===== config.mk =====
export PLATFORM = sky130hd
export DESIGN_NAME = counted_value_table
export DESIGN_NICKNAME = d
export VERILOG_FILES = /design/src/cvt_pkg.sv /design/src/cvt_ctrl.sv /design/src/cvt_datapath.sv /design/src/counted_value_table.sv
export SDC_FILE = /design/constraint.sdc
export NUM_CORES = 2
export LEC_CHECK = 0
export ABC_AREA = 0
export BUFFER_PORTS_ARGS = -buffer_cell sky130_fd_sc_hd__buf_2
export CAP_MARGIN = 0
export CORE_UTILIZATION = 45
export DETAILED_ROUTE_END_ITERATION = 12
export PLACE_DENSITY = 0.73
export SLEW_MARGIN = 25
export SYNTH_ARGS = -nofsm -noshare
export SYNTH_HDL_FRONTEND = slang
export SYNTH_SLANG_ARGS = --single-unit

===== constraint.sdc =====
create_clock -name i_clk -period 11.5 [get_ports i_clk]
set_input_delay 1.15 -clock i_clk [delete_from_list [all_inputs] [get_ports i_clk]]
set_output_delay 1.15 -clock i_clk [all_outputs]
set_load 0.03 [all_outputs]

===== src/cvt_pkg.sv =====
`timescale 1ns / 1ps

package cvt_pkg;

    // Field widths of the request and result beats.
    localparam int REQ_BITS    = 3;
    localparam int ITEM_BITS   = 16;
    localparam int POS_BITS    = 4;
    localparam int STATUS_BITS = 3;
    localparam int DIST_BITS   = 5;
    localparam int TOTAL_BITS  = 36;

    typedef logic [REQ_BITS-1:0]    t_req;
    typedef logic [ITEM_BITS-1:0]   t_item;
    typedef logic [POS_BITS-1:0]    t_pos;
    typedef logic [STATUS_BITS-1:0] t_status;
    typedef logic [DIST_BITS-1:0]   t_dist;
    typedef logic [TOTAL_BITS-1:0]  t_total;

    // Request codes.
    localparam t_req REQ_ADD    = 3'd0;
    localparam t_req REQ_REMOVE = 3'd1;
    localparam t_req REQ_QUERY  = 3'd2;
    localparam t_req REQ_SET    = 3'd3;
    localparam t_req REQ_TOTAL  = 3'd4;
    localparam t_req REQ_READ   = 3'd5;

    // Result status codes.
    localparam t_status ST_OK        = 3'd0;
    localparam t_status ST_NOT_FOUND = 3'd1;
    localparam t_status ST_FULL      = 3'd2;
    localparam t_status ST_SAT       = 3'd3;
    localparam t_status ST_BAD_POS   = 3'd4;

    localparam t_total TOTAL_MAX = '1;

    // What a table sweep does with each entry it reads.
    typedef enum logic [1:0] {
        SWP_LOCATE,
        SWP_SUM,
        SWP_SHIFT
    } t_sweep_mode;

    // Commands from the controller to the datapath.
    typedef struct packed {
        logic        load;
        logic        sweep;
        t_sweep_mode mode;
        logic        shift_start;
        logic        pos_read;
        logic        apply;
    } t_cmd;

    // Status from the datapath to the controller.
    typedef struct packed {
        logic sweep_done;
        logic hit;
        logic is_remove;
    } t_stat;

endpackage


===== src/cvt_ctrl.sv =====
`timescale 1ns / 1ps

module cvt_ctrl (
    input  logic           i_clk,
    input  logic           i_rst_n,
    input  logic           i_start,
    input  cvt_pkg::t_req  i_req_type,
    input  cvt_pkg::t_stat i_stat,
    output cvt_pkg::t_cmd  o_cmd,
    output logic           o_busy,
    output logic           o_valid
);

    typedef enum logic [2:0] {
        S_IDLE,
        S_LOCATE,
        S_SHIFT,
        S_SUM,
        S_POSRD,
        S_APPLY
    } t_state;

    t_state r_state, n_state;
    logic   r_busy, r_valid;
    logic   accept;

    assign accept = i_start && !r_busy;

    always_comb begin
        n_state = r_state;
        o_cmd   = '0;
        o_cmd.mode = cvt_pkg::SWP_LOCATE;
        unique case (r_state)
            S_IDLE: begin
                if (accept) begin
                    o_cmd.load = 1'b1;
                    unique case (i_req_type) inside
                        cvt_pkg::REQ_ADD, cvt_pkg::REQ_REMOVE,
                        cvt_pkg::REQ_QUERY, cvt_pkg::REQ_SET: n_state = S_LOCATE;
                        cvt_pkg::REQ_TOTAL: n_state = S_SUM;
                        cvt_pkg::REQ_READ:  n_state = S_POSRD;
                        default:            n_state = S_APPLY;
                    endcase
                end
            end
            S_LOCATE: begin
                o_cmd.sweep = 1'b1;
                o_cmd.mode  = cvt_pkg::SWP_LOCATE;
                if (i_stat.sweep_done) begin
                    if (i_stat.is_remove && i_stat.hit) begin
                        o_cmd.shift_start = 1'b1;
                        n_state = S_SHIFT;
                    end else begin
                        n_state = S_APPLY;
                    end
                end
            end
            S_SHIFT: begin
                o_cmd.sweep = 1'b1;
                o_cmd.mode  = cvt_pkg::SWP_SHIFT;
                if (i_stat.sweep_done) begin
                    n_state = S_APPLY;
                end
            end
            S_SUM: begin
                o_cmd.sweep = 1'b1;
                o_cmd.mode  = cvt_pkg::SWP_SUM;
                if (i_stat.sweep_done) begin
                    n_state = S_APPLY;
                end
            end
            S_POSRD: begin
                o_cmd.pos_read = 1'b1;
                n_state = S_APPLY;
            end
            S_APPLY: begin
                o_cmd.apply = 1'b1;
                n_state = S_IDLE;
            end
            default: begin
                n_state = S_IDLE;
            end
        endcase
    end

    always_ff @(posedge i_clk) begin
        if (!i_rst_n) begin
            r_state <= S_IDLE;
            r_busy  <= 1'b0;
            r_valid <= 1'b0;
        end else begin
            r_state <= n_state;
            r_valid <= (r_state == S_APPLY);
            if (accept) begin
                r_busy <= 1'b1;
            end else if (r_state == S_APPLY) begin
                r_busy <= 1'b0;
            end
        end
    end

    assign o_busy  = r_busy;
    assign o_valid = r_valid;

endmodule


===== src/cvt_datapath.sv =====
`timescale 1ns / 1ps

module cvt_datapath #(
    parameter int TABLE_DEPTH = 16,
    parameter int VALUE_BITS  = 16,
    parameter int COUNT_BITS  = 16
) (
    input  logic             i_clk,
    input  logic             i_rst_n,
    input  cvt_pkg::t_cmd    i_cmd,
    input  cvt_pkg::t_req    i_req_type,
    input  cvt_pkg::t_item   i_item_value,
    input  cvt_pkg::t_item   i_new_count,
    input  cvt_pkg::t_pos    i_position,
    output cvt_pkg::t_stat   o_stat,
    output cvt_pkg::t_status o_status,
    output logic             o_found,
    output cvt_pkg::t_item   o_count_out,
    output cvt_pkg::t_item   o_entry_value,
    output cvt_pkg::t_total  o_total_out,
    output cvt_pkg::t_dist   o_distinct_out
);

    localparam int AW  = $clog2(TABLE_DEPTH);
    localparam int CW  = $clog2(TABLE_DEPTH + 1);
    localparam int PCW = (CW > cvt_pkg::POS_BITS) ? CW : cvt_pkg::POS_BITS;
    localparam int NW  = (COUNT_BITS > cvt_pkg::ITEM_BITS) ? COUNT_BITS : cvt_pkg::ITEM_BITS;
    localparam int PRW = VALUE_BITS + COUNT_BITS;
    localparam int TB  = cvt_pkg::TOTAL_BITS;
    localparam int SW  = ((PRW > TB) ? PRW : TB) + 1;
    localparam logic [COUNT_BITS-1:0] COUNT_MAX = '1;

    logic [VALUE_BITS-1:0] r_value_mem [TABLE_DEPTH];
    logic [COUNT_BITS-1:0] r_count_mem [TABLE_DEPTH];

    cvt_pkg::t_req         r_req;
    logic [VALUE_BITS-1:0] r_val;
    cvt_pkg::t_item        r_nc;
    cvt_pkg::t_pos         r_pos;
    logic [CW-1:0]         r_dist, n_dist;
    logic [CW-1:0]         r_addr;
    logic                  r_dv, r_pv, r_hit;
    logic [AW-1:0]         r_rd_idx, r_hit_idx;
    logic [VALUE_BITS-1:0] r_rd_val;
    logic [COUNT_BITS-1:0] r_rd_cnt, r_hit_cnt;
    logic [PRW-1:0]        r_prod;
    cvt_pkg::t_total       r_total;
    logic [SW-1:0]         acc_sum;

    cvt_pkg::t_status      r_o_status, a_status;
    logic                  r_o_found;
    cvt_pkg::t_item        r_o_cnt, a_cnt, r_o_ev, a_ev;
    cvt_pkg::t_total       r_o_total, a_total;
    cvt_pkg::t_dist        r_o_dist;

    logic                  can_issue, issue, rd_en;
    logic [AW-1:0]         rd_addr;
    logic                  wv_en, wc_en;
    logic [AW-1:0]         w_addr;
    logic [VALUE_BITS-1:0] w_val;
    logic [COUNT_BITS-1:0] w_cnt;
    logic [PCW-1:0]        pos_ext;
    logic                  pos_ok, nc_over;

    // A sweep reads one entry a cycle; a locate stops reading once it has a hit.
    assign can_issue = (r_addr < r_dist) &&
                       !((i_cmd.mode == cvt_pkg::SWP_LOCATE) && r_hit);
    assign issue     = i_cmd.sweep && can_issue;
    assign pos_ext   = PCW'(r_pos);
    assign pos_ok    = pos_ext < PCW'(r_dist);
    assign rd_en     = issue || i_cmd.pos_read;
    assign rd_addr   = i_cmd.pos_read ? pos_ext[AW-1:0] : r_addr[AW-1:0];
    assign nc_over   = NW'(r_nc) > NW'(COUNT_MAX);
    assign acc_sum   = SW'(r_prod) + SW'(r_total);

    assign o_stat.sweep_done = !can_issue && !r_dv && !r_pv;
    assign o_stat.hit        = r_hit;
    assign o_stat.is_remove  = (r_req == cvt_pkg::REQ_REMOVE);

    always_comb begin
        a_status = cvt_pkg::ST_OK;
        a_cnt    = '0;
        a_ev     = '0;
        a_total  = '0;
        n_dist   = r_dist;
        wv_en    = 1'b0;
        wc_en    = 1'b0;
        w_addr   = r_hit_idx;
        w_val    = r_val;
        w_cnt    = r_hit_cnt;
        if (i_cmd.sweep && (i_cmd.mode == cvt_pkg::SWP_SHIFT) && r_dv) begin
            wv_en  = 1'b1;
            wc_en  = 1'b1;
            w_addr = r_rd_idx - AW'(1);
            w_val  = r_rd_val;
            w_cnt  = r_rd_cnt;
        end
        if (i_cmd.apply) begin
            unique case (r_req)
                cvt_pkg::REQ_ADD: begin
                    if (r_hit) begin
                        if (r_hit_cnt == COUNT_MAX) begin
                            a_status = cvt_pkg::ST_SAT;
                        end else begin
                            wc_en = 1'b1;
                            w_cnt = r_hit_cnt + COUNT_BITS'(1);
                        end
                    end else if (r_dist >= CW'(TABLE_DEPTH)) begin
                        a_status = cvt_pkg::ST_FULL;
                    end else begin
                        wv_en  = 1'b1;
                        wc_en  = 1'b1;
                        w_addr = r_dist[AW-1:0];
                        w_val  = r_val;
                        w_cnt  = COUNT_BITS'(1);
                        n_dist = r_dist + CW'(1);
                    end
                end
                cvt_pkg::REQ_REMOVE: begin
                    if (r_hit) begin
                        n_dist = r_dist - CW'(1);
                    end else begin
                        a_status = cvt_pkg::ST_NOT_FOUND;
                    end
                end
                cvt_pkg::REQ_QUERY: begin
                    if (r_hit) begin
                        a_cnt = cvt_pkg::t_item'(r_hit_cnt);
                    end else begin
                        a_status = cvt_pkg::ST_NOT_FOUND;
                    end
                end
                cvt_pkg::REQ_SET: begin
                    if (r_hit) begin
                        wc_en = 1'b1;
                        if (nc_over) begin
                            w_cnt    = COUNT_MAX;
                            a_status = cvt_pkg::ST_SAT;
                        end else begin
                            w_cnt = COUNT_BITS'(r_nc);
                        end
                    end else begin
                        a_status = cvt_pkg::ST_NOT_FOUND;
                    end
                end
                cvt_pkg::REQ_TOTAL: begin
                    a_total = r_total;
                end
                cvt_pkg::REQ_READ: begin
                    if (pos_ok) begin
                        a_ev  = cvt_pkg::t_item'(r_rd_val);
                        a_cnt = cvt_pkg::t_item'(r_rd_cnt);
                    end else begin
                        a_status = cvt_pkg::ST_BAD_POS;
                    end
                end
                default: begin
                end
            endcase
        end
    end

    // Table storage: one write and one registered read a cycle.
    always_ff @(posedge i_clk) begin
        if (wv_en) begin
            r_value_mem[w_addr] <= w_val;
        end
        if (wc_en) begin
            r_count_mem[w_addr] <= w_cnt;
        end
        if (rd_en) begin
            r_rd_val <= r_value_mem[rd_addr];
            r_rd_cnt <= r_count_mem[rd_addr];
        end
    end

    // Payload registers.
    always_ff @(posedge i_clk) begin
        r_prod <= PRW'(r_rd_val) * PRW'(r_rd_cnt);
        if (issue) begin
            r_rd_idx <= r_addr[AW-1:0];
        end
        if (i_cmd.load) begin
            r_req <= i_req_type;
            r_val <= VALUE_BITS'(i_item_value);
            r_nc  <= i_new_count;
            r_pos <= i_position;
        end
        if (i_cmd.sweep && (i_cmd.mode == cvt_pkg::SWP_LOCATE) && r_dv && !r_hit &&
            (r_rd_val == r_val)) begin
            r_hit_idx <= r_rd_idx;
            r_hit_cnt <= r_rd_cnt;
        end
        if (i_cmd.apply) begin
            r_o_status <= a_status;
            r_o_found  <= r_hit;
            r_o_cnt    <= a_cnt;
            r_o_ev     <= a_ev;
            r_o_total  <= a_total;
            r_o_dist   <= cvt_pkg::t_dist'(n_dist);
        end
    end

    // Control registers. No read is issued while a request is loaded or a
    // shift is started, so the read and product valid flags fall by themselves.
    always_ff @(posedge i_clk) begin
        if (!i_rst_n) begin
            r_dist  <= '0;
            r_addr  <= '0;
            r_dv    <= 1'b0;
            r_pv    <= 1'b0;
            r_hit   <= 1'b0;
            r_total <= '0;
        end else begin
            r_dist <= n_dist;
            r_dv   <= issue;
            r_pv   <= r_dv && i_cmd.sweep && (i_cmd.mode == cvt_pkg::SWP_SUM);
            if (issue) begin
                r_addr <= r_addr + CW'(1);
            end
            if (i_cmd.sweep && (i_cmd.mode == cvt_pkg::SWP_LOCATE) && r_dv && !r_hit &&
                (r_rd_val == r_val)) begin
                r_hit <= 1'b1;
            end
            if (r_pv) begin
                r_total <= (acc_sum > SW'(cvt_pkg::TOTAL_MAX)) ? cvt_pkg::TOTAL_MAX
                                                              : acc_sum[TB-1:0];
            end
            if (i_cmd.shift_start) begin
                r_addr <= CW'(r_hit_idx) + CW'(1);
            end
            if (i_cmd.load) begin
                r_addr  <= '0;
                r_hit   <= 1'b0;
                r_total <= '0;
            end
        end
    end

    assign o_status       = r_o_status;
    assign o_found        = r_o_found;
    assign o_count_out    = r_o_cnt;
    assign o_entry_value  = r_o_ev;
    assign o_total_out    = r_o_total;
    assign o_distinct_out = r_o_dist;

endmodule


===== src/counted_value_table.sv =====
`timescale 1ns / 1ps

// Counted value table: a bag of distinct values, each with an occurrence count,
// kept packed at positions below the distinct count in order of first insertion.
// A request beat is taken at a rising edge where start is high and busy is low;
// busy then stays high until the request has finished. The result beat appears
// on the o_ result ports for exactly one cycle, marked by o_valid, and the
// receiver has no way to hold it off. A new request may be given in that cycle.
// Each request runs its steps in order: add, query, set_count and remove search
// the table up to a hit or its end, and a remove that hits then shifts the
// later entries down; total sums all entries, read_entry reads its one
// position and an unused code goes straight to the result. The search, the sum
// and the shift all sweep the single read port of the table memory one entry a
// cycle. Reset empties the table at once: the distinct count is cleared and no
// entry at or above it is ever used, so no clearing pass runs.

module counted_value_table #(
    parameter int TABLE_DEPTH = 16,
    parameter int VALUE_BITS  = 16,
    parameter int COUNT_BITS  = 16
) (
    input  logic             i_clk,
    input  logic             i_rst_n,
    input  logic             start,
    output logic             busy,
    input  cvt_pkg::t_req    i_req_type,
    input  cvt_pkg::t_item   i_item_value,
    input  cvt_pkg::t_item   i_new_count,
    input  cvt_pkg::t_pos    i_position,
    output logic             o_valid,
    output cvt_pkg::t_status o_status,
    output logic             o_found,
    output cvt_pkg::t_item   o_count_out,
    output cvt_pkg::t_item   o_entry_value,
    output cvt_pkg::t_total  o_total_out,
    output cvt_pkg::t_dist   o_distinct_out
);

    cvt_pkg::t_cmd  cmd;
    cvt_pkg::t_stat stat;

    // The controller sequences each request through search, shift or sum sweeps or a position read.
    cvt_ctrl u_ctrl (
        .i_clk      (i_clk),
        .i_rst_n    (i_rst_n),
        .i_start    (start),
        .i_req_type (i_req_type),
        .i_stat     (stat),
        .o_cmd      (cmd),
        .o_busy     (busy),
        .o_valid    (o_valid)
    );

    // The datapath holds the table memory, the distinct count and the result registers.
    cvt_datapath #(
        .TABLE_DEPTH (TABLE_DEPTH),
        .VALUE_BITS  (VALUE_BITS),
        .COUNT_BITS  (COUNT_BITS)
    ) u_datapath (
        .i_clk          (i_clk),
        .i_rst_n        (i_rst_n),
        .i_cmd          (cmd),
        .i_req_type     (i_req_type),
        .i_item_value   (i_item_value),
        .i_new_count    (i_new_count),
        .i_position     (i_position),
        .o_stat         (stat),
        .o_status       (o_status),
        .o_found        (o_found),
        .o_count_out    (o_count_out),
        .o_entry_value  (o_entry_value),
        .o_total_out    (o_total_out),
        .o_distinct_out (o_distinct_out)
    );

endmodule


==> impl_metrics.toml <==
[outcome]
run_status = "finished, final reports clean"

[floorplanning]
fp-row-count = 108
floorplan.die.height_um = 299
starting_density_of_the_core_pct = 45.7
coreArea_sq_um = 87200
die-area_sq_um = 89600
die_x_um = 299
number_of_primary_i_o_pins = 121

[route]
drcViolationCount = 0
detail_route.wirelength_um = 94800
avgViaCountPerCell = 5.71
drt_pass1_iterations = 5
wl_per_cell_um = 22.5
ant_nets = 0
drtIter0Drc = 2377
routed-via-count = 24016

[worst_setup_path]
worstSetupPathType = "reg -> reg"
worstSetupEndpointType = "flip-flop"
crit_path_start_kind = "flip-flop"
crit_fanout = 19
worst_ep_arrival_time_ns = 7.21
critPathRequiredTime_ns = 12.06

[logic_synthesis]
post_synth_main_area_contributors = "sky130_fd_sc_hd__edfxtp_1 (52%), sky130_fd_sc_hd__fa_1 (9.8%), sky130_fd_sc_hd__mux4_2 (7.2%), sky130_fd_sc_hd__ha_1 (4.7%), sky130_fd_sc_hd__dfxtp_1 (4.3%)"
synthesis.instances = 2886
yosysWarningCount = 0
synth_adder_area_share_pct = 14.5
synth_fp_nets = 3271
synthesis.area_per_instance_sq_um = 13.8
synthMuxAreaShare_pct = 8.26
synth-main-ff-cell = "sky130_fd_sc_hd__edfxtp_1"
synth_compound_gate_area_share_pct = 6.64
yosysTopAreaCellShare_pct = 51.6
synth.lib_cells_used.distinct = 72
async_flop_share_pct = 0
total_of_flip_flops_plus_latches_after_synthesis = 770
fraction_of_the_mapped_netlist_area_in_simple_logic_gates_pct = 8.91
synthDominantAreaCellType = "sky130_fd_sc_hd__edfxtp_1"
synth-xor-area-share_pct = 1.94
synth_top_family_by_area = "adder cells"
number_of_enable_flip_flop_cells_after_synthesis = 684
syn_area_sq_um = 39800
sequential_element_share_of_the_synthesized_area_pct = 55.9

[placed_design]
finalWeightedCongestion = 0.899
half_perimeter_wire_length_of_the_detailed_placement_result_um = 61700
placement.io_buffers = 120

[timing]
setup_violations = 0
grt_setup_unrepaired = "no"
timing.final.crit_share_pct = 57.8
worstMarginPinSlew_ns = 1.12
final_hold_viol_count = 0
fin_worst_skew_ns = 0.0776
report.final.slew_viol_count = 0
max_freq_mhz = 150
relSlewSlack_pct = 25.2
setup-tns-final_ns = 0
final_period_minus_worst_setup_slack_ns = 6.65

[clock_tree]
resize_count_post_cts = 0
cts_made_buffers = 79
clock_tree.root_cell = "sky130_fd_sc_hd__clkbuf_16"
cts_max_path_buffers = 3
hold_buffers = 0
tritoncts = "done"
worst_skew_pair.late_latency_ns = 0.69
cts_num_sinks = 770
cts_setup_buffers = 0
clk_transition_reported_paths_ns = 0.06
cts-htree-levels = 3

[layout]
proportion_of_layout_cells_with_a_drive_suffix_above_1_pct = 16.2
antenna_cells = 0
syn_to_final_growth_pct = 12.1
final_nets = 3374

[global_routing]
grt.overflow.total = 0
grt_start_max_net_pins = 129
grt_first_pass_wirelength_um = 144000
initial_antenna_violation_count = 3
grt_use_total_pct = 21.1
grt_pass1_vias = 24023

[run]
max_cap_violations = 0

[hold_path]
hold_path.class = "reg -> reg"
[kinds of logic (layout without fill, tap and decap cells)]
logic type	Yosys count	after routing
AO/OA/AOI/OAI	404	404
XOR/XNOR	88	88
adder cells (fa/ha/maj)	343	343
buffers and inverters	401	567
flip-flops	770	770
multiplexers	166	166
AND/OR/NAND/NOR	714	714
[Yosys cell counts (4+ instances only)]
cell                       count
sky130_fd_sc_hd__o31ai_1       6
sky130_fd_sc_hd__a31oi_1      48
sky130_fd_sc_hd__or2_2         5
sky130_fd_sc_hd__a22o_1       16
sky130_fd_sc_hd__clkbuf_1    120
sky130_fd_sc_hd__and2_1      178
sky130_fd_sc_hd__fa_1        195
sky130_fd_sc_hd__and3_1       51
sky130_fd_sc_hd__a221o_1       6
sky130_fd_sc_hd__nor3b_1       4
sky130_fd_sc_hd__nand4_1      11
sky130_fd_sc_hd__a221oi_1     14
sky130_fd_sc_hd__mux2i_1      19
sky130_fd_sc_hd__a21o_1       30
sky130_fd_sc_hd__nor3_1       14
sky130_fd_sc_hd__inv_1       250
sky130_fd_sc_hd__nand2_1     273
sky130_fd_sc_hd__o21ai_0      76
sky130_fd_sc_hd__mux2_2       19
sky130_fd_sc_hd__edfxtp_1    684
sky130_fd_sc_hd__a211oi_1     40
sky130_fd_sc_hd__xor2_1       35
sky130_fd_sc_hd__o211ai_1      5
sky130_fd_sc_hd__a22oi_1       4
sky130_fd_sc_hd__nand2b_1     16
sky130_fd_sc_hd__o21a_1        8
sky130_fd_sc_hd__ha_1        148
sky130_fd_sc_hd__buf_1         6
sky130_fd_sc_hd__nor2_1       92
sky130_fd_sc_hd__or3_1         8
sky130_fd_sc_hd__xnor2_1      53
sky130_fd_sc_hd__nor4_1        7
sky130_fd_sc_hd__buf_2        22
sky130_fd_sc_hd__dfxtp_1      86
sky130_fd_sc_hd__a21oi_1      92
sky130_fd_sc_hd__o22ai_1      18
sky130_fd_sc_hd__mux4_2      128
sky130_fd_sc_hd__nand3_1      25
sky130_fd_sc_hd__o21bai_1      9
sky130_fd_sc_hd__o41ai_1       5
sky130_fd_sc_hd__nor2b_1      15
[per-layer routing]
layer	vias up	global-route usage (%)	wire length [um]
met4	0	7.08	3100
met3	187	4.29	8430
met2	1126	34.3	45200
li1	10645	-	-
met1	12058	28.4	38100
met5	-	0	0
[worst paths after layout]
kind | from | end | slack, ns | cells after the start
worst max register to register | u_datapath.r_rd_cnt[9]$_DFFE_PP_ | u_datapath.r_prod[30]$_DFF_P_ | 4.85 | 22
worst max-delay path | u_datapath.r_rd_cnt[9]$_DFFE_PP_ | u_datapath.r_prod[30]$_DFF_P_ | 4.85 | 22
worst min-delay path | u_datapath.r_dv$_SDFF_PN0_ | u_datapath.r_pv$_SDFF_PN0_ | 0.48 | 2
worst min register to register | u_datapath.r_dv$_SDFF_PN0_ | u_datapath.r_pv$_SDFF_PN0_ | 0.48 | 2
[per-stage QoR]
stage | utilization, % | instances | instance area [sq um] | setup slack (ns) | hold slack, ns
floorplan | - | 2886 | 39800 | 5.32 | 0.406
global placement | 47.9 | 4062 | 41800 | 5.02 | 0.458
detailed placement | 48.1 | 4062 | 41900 | 4.88 | 0.466
CTS | 51.1 | 4206 | 44600 | 4.93 | 0.477
global route | 51.2 | 4207 | 44600 | 4.58 | 0.500
finish | 51.2 | 4207 | 44600 | 4.85 | 0.477
[placed cells by master, fill, tap and decap left out, types with 9 or more instances in the layout]
| cell type | n |
|---|---|
| sky130_fd_sc_hd__a31oi_1 | 48 |
| sky130_fd_sc_hd__inv_1 | 249 |
| sky130_fd_sc_hd__nand2_1 | 272 |
| sky130_fd_sc_hd__nand4_1 | 11 |
| sky130_fd_sc_hd__clkbuf_16 | 80 |
| sky130_fd_sc_hd__mux4_2 | 128 |
| sky130_fd_sc_hd__clkinv_1 | 10 |
| sky130_fd_sc_hd__nor2_1 | 71 |
| sky130_fd_sc_hd__and3_1 | 51 |
| sky130_fd_sc_hd__buf_2 | 120 |
| sky130_fd_sc_hd__dfxtp_1 | 85 |
| sky130_fd_sc_hd__a22o_1 | 16 |
| sky130_fd_sc_hd__nand3_1 | 25 |
| sky130_fd_sc_hd__nor2_2 | 11 |
| sky130_fd_sc_hd__o22ai_2 | 10 |
| sky130_fd_sc_hd__fa_1 | 195 |
| sky130_fd_sc_hd__nor2_4 | 10 |
| sky130_fd_sc_hd__edfxtp_1 | 684 |
| sky130_fd_sc_hd__nor2b_1 | 15 |
| sky130_fd_sc_hd__xnor2_1 | 53 |
| sky130_fd_sc_hd__nor3_1 | 13 |
| sky130_fd_sc_hd__clkbuf_1 | 13 |
| sky130_fd_sc_hd__ha_1 | 148 |
| sky130_fd_sc_hd__mux2_2 | 19 |
| sky130_fd_sc_hd__a21oi_1 | 92 |
| sky130_fd_sc_hd__buf_4 | 49 |
| sky130_fd_sc_hd__o21bai_1 | 9 |
| sky130_fd_sc_hd__a211oi_1 | 40 |
| sky130_fd_sc_hd__clkinv_2 | 15 |
| sky130_fd_sc_hd__a21o_1 | 30 |
| sky130_fd_sc_hd__a221oi_1 | 14 |
| sky130_fd_sc_hd__and2_1 | 178 |
| sky130_fd_sc_hd__mux2i_1 | 15 |
| sky130_fd_sc_hd__xor2_1 | 35 |
| sky130_fd_sc_hd__nand2b_1 | 16 |
| sky130_fd_sc_hd__o21ai_0 | 76 |
[final cells by class]
class | count | area, sq um
Sequential cell | 770 | 22300
Timing Repair Buffer | 172 | 1020
Fill cell | 7104 | 42600
Multi-Input combinational cell | 1715 | 16200
Clock inverter | 50 | 616
Inverter | 251 | 943
Clock buffer | 94 | 2060
Tap cell | 1155 | 1450
[registers in the layout (all words and copies together) (netlist names), 32 cells and up]
signal and cells:
u_datapath.r_count_mem 256, u_datapath.o_total_out 36, u_datapath.r_total 36, u_datapath.r_prod 32, u_datapath.r_value_mem 256
[critical path, cell delays in order, from the launching register on]
cell	delay (ns)
sky130_fd_sc_hd__edfxtp_1	0.83
sky130_fd_sc_hd__nand2_1	0.15
sky130_fd_sc_hd__fa_1	0.51
sky130_fd_sc_hd__inv_1	0.05
sky130_fd_sc_hd__fa_1	0.50
sky130_fd_sc_hd__inv_1	0.06
sky130_fd_sc_hd__fa_1	0.53
sky130_fd_sc_hd__inv_1	0.05
sky130_fd_sc_hd__fa_1	0.45
sky130_fd_sc_hd__fa_1	0.49
sky130_fd_sc_hd__inv_1	0.05
sky130_fd_sc_hd__fa_1	0.49
sky130_fd_sc_hd__inv_1	0.05
sky130_fd_sc_hd__ha_1	0.34
sky130_fd_sc_hd__and3_1	0.20
sky130_fd_sc_hd__and2_1	0.16
sky130_fd_sc_hd__o211ai_1	0.12
sky130_fd_sc_hd__a211o_1	0.37
sky130_fd_sc_hd__a31oi_1	0.34
sky130_fd_sc_hd__o41ai_1	0.14
sky130_fd_sc_hd__o311ai_1	0.38
sky130_fd_sc_hd__o41ai_1	0.13
sky130_fd_sc_hd__xnor2_1	0.13
Power is not shown: default switching activity piles up to over one toggle a cycle in this logic, so the estimate is an artifact.
